File: src/rtl/rau_pkg.sv
`timescale 1ns / 1ps
// ----------------------------------------------------------------------------
// Rational arithmetic unit package
// Shared widths, operation codes, controller states and the command and
// status bundles between the controller and the datapath.
// ----------------------------------------------------------------------------
package rau_pkg;

    localparam int NUM_IN_W   = 32;
    localparam int DEN_IN_W   = 31;
    localparam int WIDE_W     = 64;
    localparam int DEN_OUT_W  = 63;
    localparam int SHIFT_W    = 6;
    localparam int DIV_STEPS  = 64;
    localparam int DIV_CNT_W  = 6;
    localparam int MUL_OP_W   = 33;

    typedef enum logic [1:0] {
        OP_ADD = 2'd0,
        OP_SUB = 2'd1,
        OP_MUL = 2'd2,
        OP_DIV = 2'd3
    } op_t;

    typedef enum logic [2:0] {
        MUL_NONE,
        MUL_NUM,
        MUL_DEN,
        MUL_E1,
        MUL_E2,
        MUL_L
    } mul_op_t;

    typedef enum logic [1:0] {
        DIV_Q1,
        DIV_Q2,
        DIV_AN,
        DIV_AD
    } div_sel_t;

    typedef enum logic {
        GCD_DEN,
        GCD_MAG
    } gcd_src_t;

    typedef enum logic [3:0] {
        ST_IDLE,
        ST_DISPATCH,
        ST_GCD_DEN,
        ST_DIV_INIT,
        ST_DIV_RUN,
        ST_DIV_TAKE,
        ST_MUL_E1,
        ST_MUL_E2,
        ST_MUL_L,
        ST_SUM,
        ST_MUL_DEN,
        ST_MAG,
        ST_GCD_MAG_INIT,
        ST_GCD_MAG,
        ST_FINISH
    } state_t;

    typedef struct packed {
        logic     load_in;
        logic     gcd_init;
        gcd_src_t gcd_src;
        logic     gcd_step;
        logic     gcd_take;
        logic     div_init;
        logic     div_step;
        logic     div_take;
        div_sel_t div_sel;
        mul_op_t  mul_op;
        logic     sum;
        logic     mag;
        logic     out_load;
    } dp_cmd_t;

    typedef struct packed {
        logic add_sub;
        logic gcd_done;
        logic gcd_zero;
    } dp_stat_t;

endpackage

File: src/rtl/rau_controller.sv
`timescale 1ns / 1ps
// ----------------------------------------------------------------------------
// Rational arithmetic unit controller
// Sequences GCD, division and multiply steps in the datapath and owns both
// stream handshakes.
// ----------------------------------------------------------------------------
module rau_controller (
    input  logic                    clk,
    input  logic                    rst_n,
    input  logic                    s_tvalid,
    output logic                    s_tready,
    output logic                    m_tvalid,
    input  logic                    m_tready,
    output rau_pkg::dp_cmd_t        cmd,
    input  rau_pkg::dp_stat_t       stat
);

    rau_pkg::state_t                state_reg, state_next;
    rau_pkg::div_sel_t              dsel_reg, dsel_next;
    logic [rau_pkg::DIV_CNT_W-1:0]  cnt_reg, cnt_next;
    logic                           out_valid_reg, out_valid_next;

    always_ff @(posedge clk or negedge rst_n)
    begin
        if (!rst_n)
        begin
            state_reg     <= rau_pkg::ST_IDLE;
            dsel_reg      <= rau_pkg::DIV_Q1;
            cnt_reg       <= '0;
            out_valid_reg <= 1'b0;
        end
        else
        begin
            state_reg     <= state_next;
            dsel_reg      <= dsel_next;
            cnt_reg       <= cnt_next;
            out_valid_reg <= out_valid_next;
        end
    end

    always_comb
    begin
        cmd            = '0;
        state_next     = state_reg;
        dsel_next      = dsel_reg;
        cnt_next       = cnt_reg;
        s_tready       = 1'b0;
        out_valid_next = out_valid_reg && !m_tready;
        case (state_reg)
            rau_pkg::ST_IDLE:
            begin
                s_tready = 1'b1;
                if (s_tvalid)
                begin
                    cmd.load_in = 1'b1;
                    state_next  = rau_pkg::ST_DISPATCH;
                end
            end
            rau_pkg::ST_DISPATCH:
            begin
                if (stat.add_sub)
                begin
                    cmd.gcd_init = 1'b1;
                    cmd.gcd_src  = rau_pkg::GCD_DEN;
                    state_next   = rau_pkg::ST_GCD_DEN;
                end
                else
                begin
                    cmd.mul_op = rau_pkg::MUL_NUM;
                    state_next = rau_pkg::ST_MUL_DEN;
                end
            end
            rau_pkg::ST_GCD_DEN:
            begin
                if (stat.gcd_done)
                begin
                    cmd.gcd_take = 1'b1;
                    dsel_next    = rau_pkg::DIV_Q1;
                    state_next   = rau_pkg::ST_DIV_INIT;
                end
                else
                    cmd.gcd_step = 1'b1;
            end
            rau_pkg::ST_DIV_INIT:
            begin
                cmd.div_init = 1'b1;
                cmd.div_sel  = dsel_reg;
                cnt_next     = '0;
                state_next   = rau_pkg::ST_DIV_RUN;
            end
            rau_pkg::ST_DIV_RUN:
            begin
                cmd.div_step = 1'b1;
                cnt_next     = cnt_reg + 1'b1;
                if (cnt_reg == rau_pkg::DIV_CNT_W'(rau_pkg::DIV_STEPS - 1))
                    state_next = rau_pkg::ST_DIV_TAKE;
            end
            rau_pkg::ST_DIV_TAKE:
            begin
                cmd.div_take = 1'b1;
                cmd.div_sel  = dsel_reg;
                case (dsel_reg)
                    rau_pkg::DIV_Q1:
                    begin
                        dsel_next  = rau_pkg::DIV_Q2;
                        state_next = rau_pkg::ST_DIV_INIT;
                    end
                    rau_pkg::DIV_Q2: state_next = rau_pkg::ST_MUL_E1;
                    rau_pkg::DIV_AN:
                    begin
                        dsel_next  = rau_pkg::DIV_AD;
                        state_next = rau_pkg::ST_DIV_INIT;
                    end
                    default: state_next = rau_pkg::ST_FINISH;
                endcase
            end
            rau_pkg::ST_MUL_E1:
            begin
                cmd.mul_op = rau_pkg::MUL_E1;
                state_next = rau_pkg::ST_MUL_E2;
            end
            rau_pkg::ST_MUL_E2:
            begin
                cmd.mul_op = rau_pkg::MUL_E2;
                state_next = rau_pkg::ST_MUL_L;
            end
            rau_pkg::ST_MUL_L:
            begin
                cmd.mul_op = rau_pkg::MUL_L;
                state_next = rau_pkg::ST_SUM;
            end
            rau_pkg::ST_SUM:
            begin
                cmd.sum    = 1'b1;
                state_next = rau_pkg::ST_MAG;
            end
            rau_pkg::ST_MUL_DEN:
            begin
                cmd.mul_op = rau_pkg::MUL_DEN;
                state_next = rau_pkg::ST_MAG;
            end
            rau_pkg::ST_MAG:
            begin
                cmd.mag    = 1'b1;
                state_next = rau_pkg::ST_GCD_MAG_INIT;
            end
            rau_pkg::ST_GCD_MAG_INIT:
            begin
                cmd.gcd_init = 1'b1;
                cmd.gcd_src  = rau_pkg::GCD_MAG;
                state_next   = rau_pkg::ST_GCD_MAG;
            end
            rau_pkg::ST_GCD_MAG:
            begin
                if (stat.gcd_done)
                begin
                    cmd.gcd_take = 1'b1;
                    // Both magnitudes zero: nothing to reduce.
                    if (stat.gcd_zero)
                        state_next = rau_pkg::ST_FINISH;
                    else
                    begin
                        dsel_next  = rau_pkg::DIV_AN;
                        state_next = rau_pkg::ST_DIV_INIT;
                    end
                end
                else
                    cmd.gcd_step = 1'b1;
            end
            rau_pkg::ST_FINISH:
            begin
                if (!out_valid_reg || m_tready)
                begin
                    cmd.out_load   = 1'b1;
                    out_valid_next = 1'b1;
                    state_next     = rau_pkg::ST_IDLE;
                end
            end
            default: state_next = rau_pkg::ST_IDLE;
        endcase
    end

    assign m_tvalid = out_valid_reg;

    a_accept_dispatch: assert property (@(posedge clk) disable iff (!rst_n)
        (s_tvalid && s_tready) |=> (state_reg == rau_pkg::ST_DISPATCH))
        else $error("accepted transfer did not start processing");

    a_div_length: assert property (@(posedge clk) disable iff (!rst_n)
        (state_reg == rau_pkg::ST_DIV_INIT) |=> (state_reg == rau_pkg::ST_DIV_RUN && cnt_reg == '0))
        else $error("divider did not start from a cleared count");

    a_div_end: assert property (@(posedge clk) disable iff (!rst_n)
        (state_reg == rau_pkg::ST_DIV_RUN &&
         cnt_reg == rau_pkg::DIV_CNT_W'(rau_pkg::DIV_STEPS - 1))
        |=> (state_reg == rau_pkg::ST_DIV_TAKE))
        else $error("divider ran past its step count");

    a_no_overwrite: assert property (@(posedge clk) disable iff (!rst_n)
        cmd.out_load |-> (!out_valid_reg || m_tready))
        else $error("result overwritten before transfer");

    a_valid_source: assert property (@(posedge clk) disable iff (!rst_n)
        $rose(out_valid_reg) |-> $past(state_reg == rau_pkg::ST_FINISH))
        else $error("result raised outside the finish step");

endmodule

File: config.mk
export PLATFORM = sky130hd
export DESIGN_NAME = rau_controller
export DESIGN_NICKNAME = d
export VERILOG_FILES = /design/src/rtl/rau_pkg.sv /design/src/rtl/rau_controller.sv
export SDC_FILE = /design/constraint.sdc
export NUM_CORES = 1
export LEC_CHECK = 0
export ABC_AREA = 1
export BUFFER_PORTS_ARGS = -buffer_cell sky130_fd_sc_hd__buf_2
export CAP_MARGIN = 15
export CORE_MARGIN = 2
export CORE_UTILIZATION = 50
export DETAILED_ROUTE_END_ITERATION = 8
export PLACE_DENSITY = 0.76
export SETUP_SLACK_MARGIN = 0.2
export SYNTH_ARGS = -nofsm -noshare
export SYNTH_HDL_FRONTEND = slang
export SYNTH_SLANG_ARGS = --single-unit
File: constraint.sdc
create_clock -name clk -period 1.8 [get_ports clk]
set_clock_uncertainty 0.1 [all_clocks]
set_input_delay 0.36 -clock clk [delete_from_list [all_inputs] [get_ports clk]]
set_output_delay 0.36 -clock clk [all_outputs]
set_load 0.01 [all_outputs]
==> flow_summary.json <==
{
  "result_of_the_run": "finished with violations",
  "violations": "setup timing",
  "via_count_of_the_first_global_routing_pass": 1129,
  "synth_area_um2": 968.4,
  "synth_async_sr_flop_share": 1.000,
  "clock_path_buffers": 2,
  "die_area_um2": 2305,
  "tns_ns": -1.343,
  "insertedDiodeCount": 0,
  "power_switching_share": 0.5211,
  "cellLeakagePower_nw": 0.9124,
  "initial_core_util": 0.5432,
  "post-synth-top-area-fraction": 0.3359,
  "grt_max_degree": 14,
  "power-per-cell-area_nw_per_um2": 1661,
  "synth_edf_count": 0,
  "synthDominantAreaCellType": "dfrtp_1",
  "cts_tree": "done",
  "yosys_register_bits": 13,
  "numClockSinks": 13,
  "timing.critical_path.from_type": "flip-flop",
  "fin_crit_ns": 1.944,
  "final-hold-violation-count": 0,
  "finish.utilization": 0.9439,
  "design_area_um2": 1683,
  "setup_violations": 16,
  "placeableCoreArea_um2": 1783,
  "max-vdd-ir-drop_v": 0.001152,
  "wl_um": 4686,
  "num-nets-final": 229,
  "maximum_clock_frequency_mhz": 514.5,
  "placementRows": 15,
  "multi_input_comb_area_um2": 738.2,
  "synth.most_common_cell": "nand2_1",
  "detail_route.first_pass.iterations": 5,
  "ff_latch_area_um2": 330.3,
  "worst_rel_slew_slack": 0.7970,
  "synth.cells.most_frequent": "nand2_1, nor2_1, inv_1",
  "mappedNetlistNets": 163,
  "syn_inst_count": 155,
  "antenna_found_initial": 0,
  "cts_made_buffers": 3,
  "globalRouteOverflowTotal": 0,
  "largest_register_ff_count": 6,
  "worst-endpoint-required_ns": 1.34,
  "dpl-instance-area_um2": 1127,
  "critPathCaptureType": "output port",
  "clk_pin_slew_worst_setup_hold_paths_ns": 0.09,
  "timing.hold.worst.class": "input port to flip-flop",
  "power.share.sequential": 0.211,
  "die_h_um": 48.01,
  "vias_per_cell": 6.127,
  "antenna_left": 0,
  "place.detailed.hpwl_um": 2000,
  "synth.lib_cells_used.distinct": 22,
  "clk-insertion-delay-late_ns": 0.29,
  "routedWlPerCell_um": 19.13,
  "wire_length_of_the_first_global_routing_pass_um": 5133,
  "routability_cong": 0.9719,
  "synth.avg_cell_area_um2": 6.248,
  "ctsHtreeMaxLevel": 1,
  "slew_viol_final": 0,
  "drv_cap": 0,
  "synth.area.top_cells": "dfrtp_1, nand2_1, nor2_1",
  "timing.final.ws_setup_ns": -0.1438,
  "switchingPower_mw": 1.457,
  "period_share": 1.080,
  "largest_driver_fanout_on_the_critical_path": 5,
  "die-width_um": 48.01,
  "power_frac_clock": 0.067,
  "final_layout_size_suffix_gt1_frac": 0.5364,
  "cellInternalPower_mw": 1.339,
  "filler_cell_count": 61,
  "drcViolationCount": 0,
  "data_arrival_at_the_endpoint_of_the_critical_path_ns": 1.48,
  "ys.warnings.count": 0,
  "detailedRoute.firstIterationViolations": 92,
  "seq_area_frac_synth": 0.3359,
  "critPathKind": "flip-flop to output port",
  "clockRootBuffer": "clkbuf_4",
  "combinationalPowerShare": 0.722,
  "tightest_slew_ns": 0.3045,
  "rsz_0062_raised_after_global_routing": "true",
  "syn_to_final_growth_pct": 73.77,
  "dp_slack_ns": 0.1172,
  "total_track_usage": 0.3297,
  "routed-via-count": 1501,
  "floorplan.io_pins": 25,
  "io_buffers": 24,
  "dominantRegCellSynth": "dfrtp_1"
}
## stage by stage
step | cells | hold slack, ns | total power [mW]
2_1_floorplan | 155 | -0.03559 | 1.220
3_3_place_gp | 205 | 0.1544 | 1.533
3_5_place_dp | 205 | 0.1581 | 1.544
4_1_cts | 233 | 0.2225 | 2.205
5_1_grt | 245 | 0.2610 | 2.906
6_report | 245 | 0.2182 | 2.796
## power groups by stage
stage | registers (mW) | clock network [mW] | logic, mW
after floorplan | 0.494 | 0 | 0.727
after global placement | 0.508 | 0 | 1.03
after detailed placement | 0.518 | 0 | 1.03
after CTS | 0.566 | 0.178 | 1.46
after global routing | 0.598 | 0.188 | 2.12
final | 0.590 | 0.187 | 2.02
## timing repair
item,4_1_cts,5_1_grt
buffers inserted,23,12
hold buffers,1,0
endpoints found under the setup margin,20,21
endpoints found under the hold margin,13,0
pin swaps,16,17
gates resized for setup,44,35
gates cloned,0,0
## routing by layer
layer  vias to the layer above  wire (µm)  global-route usage
met3                        58        463             0.06038
met1                       677       1651              0.3770
met5                         -          0                   0
li1                        621          -                   -
met4                         0        370              0.1676
met2                       145       2200              0.5813
## worst paths after layout
path,startpoint,end,slack (ns),cells past startpoint
setup / recovery,state_reg[0],cmd[0],-0.14,6
hold / removal,m_tready,m_tvalid,0.22,2
setup reg to reg,state_reg[2],state_reg[3],-0.14,12
hold reg to reg,cnt_reg[5],cnt_reg[5],0.40,1
max in group asynchronous,rst_n,state_reg[3],0.95,2
min in group asynchronous,rst_n,cnt_reg[4],0.37,2
## area by class of cell
cell class	instances	share of cell area
Clock buffer	4	0.01561
Tap cell	25	0.01859
Timing Repair Buffer	61	0.2744
Inverter	22	0.05651
Sequential cell	13	0.1963
Multi-Input combinational cell	120	0.4387
## logic make-up after synthesis
family	Yosys count	share of synthesized area
xor gates and xnor gates	2	0.01809
adders and majority gates	1	0.01292
and+or+nand+nor	102	0.4664
DFF	13	0.3359
buffers and inverters	22	0.08526
AOI/OAI and AO/OA	15	0.08140
## worst max-delay path, stage by stage (launching register included)
cell and delay [ns]:
dfrtp_2 0.49, inv_4 0.10, nand2_2 0.11, nor2_4 0.12, inv_1 0.06, nor2_1 0.14
buf_2 0.17
## cell usage in the layout, fill, tap and decap left out, types with 2 or more instances in the layout
cell	Yosys	layout
buf_4	0	28
nor2_1	24	13
inv_4	0	5
dfrtp_2	0	4
nand2_1	51	37
nand4_1	2	2
nand2_2	2	8
inv_2	4	6
dfrtp_1	13	9
inv_1	18	11
a21oi_1	8	6
buf_2	0	19
nor2_4	1	9
buf_6	0	13
a21oi_2	0	2
nor2_2	4	7
nand2_4	0	8
clkbuf_4	0	3
o21ai_0	5	4
nand3_1	13	12
Power figures use the tool's default switching activity.
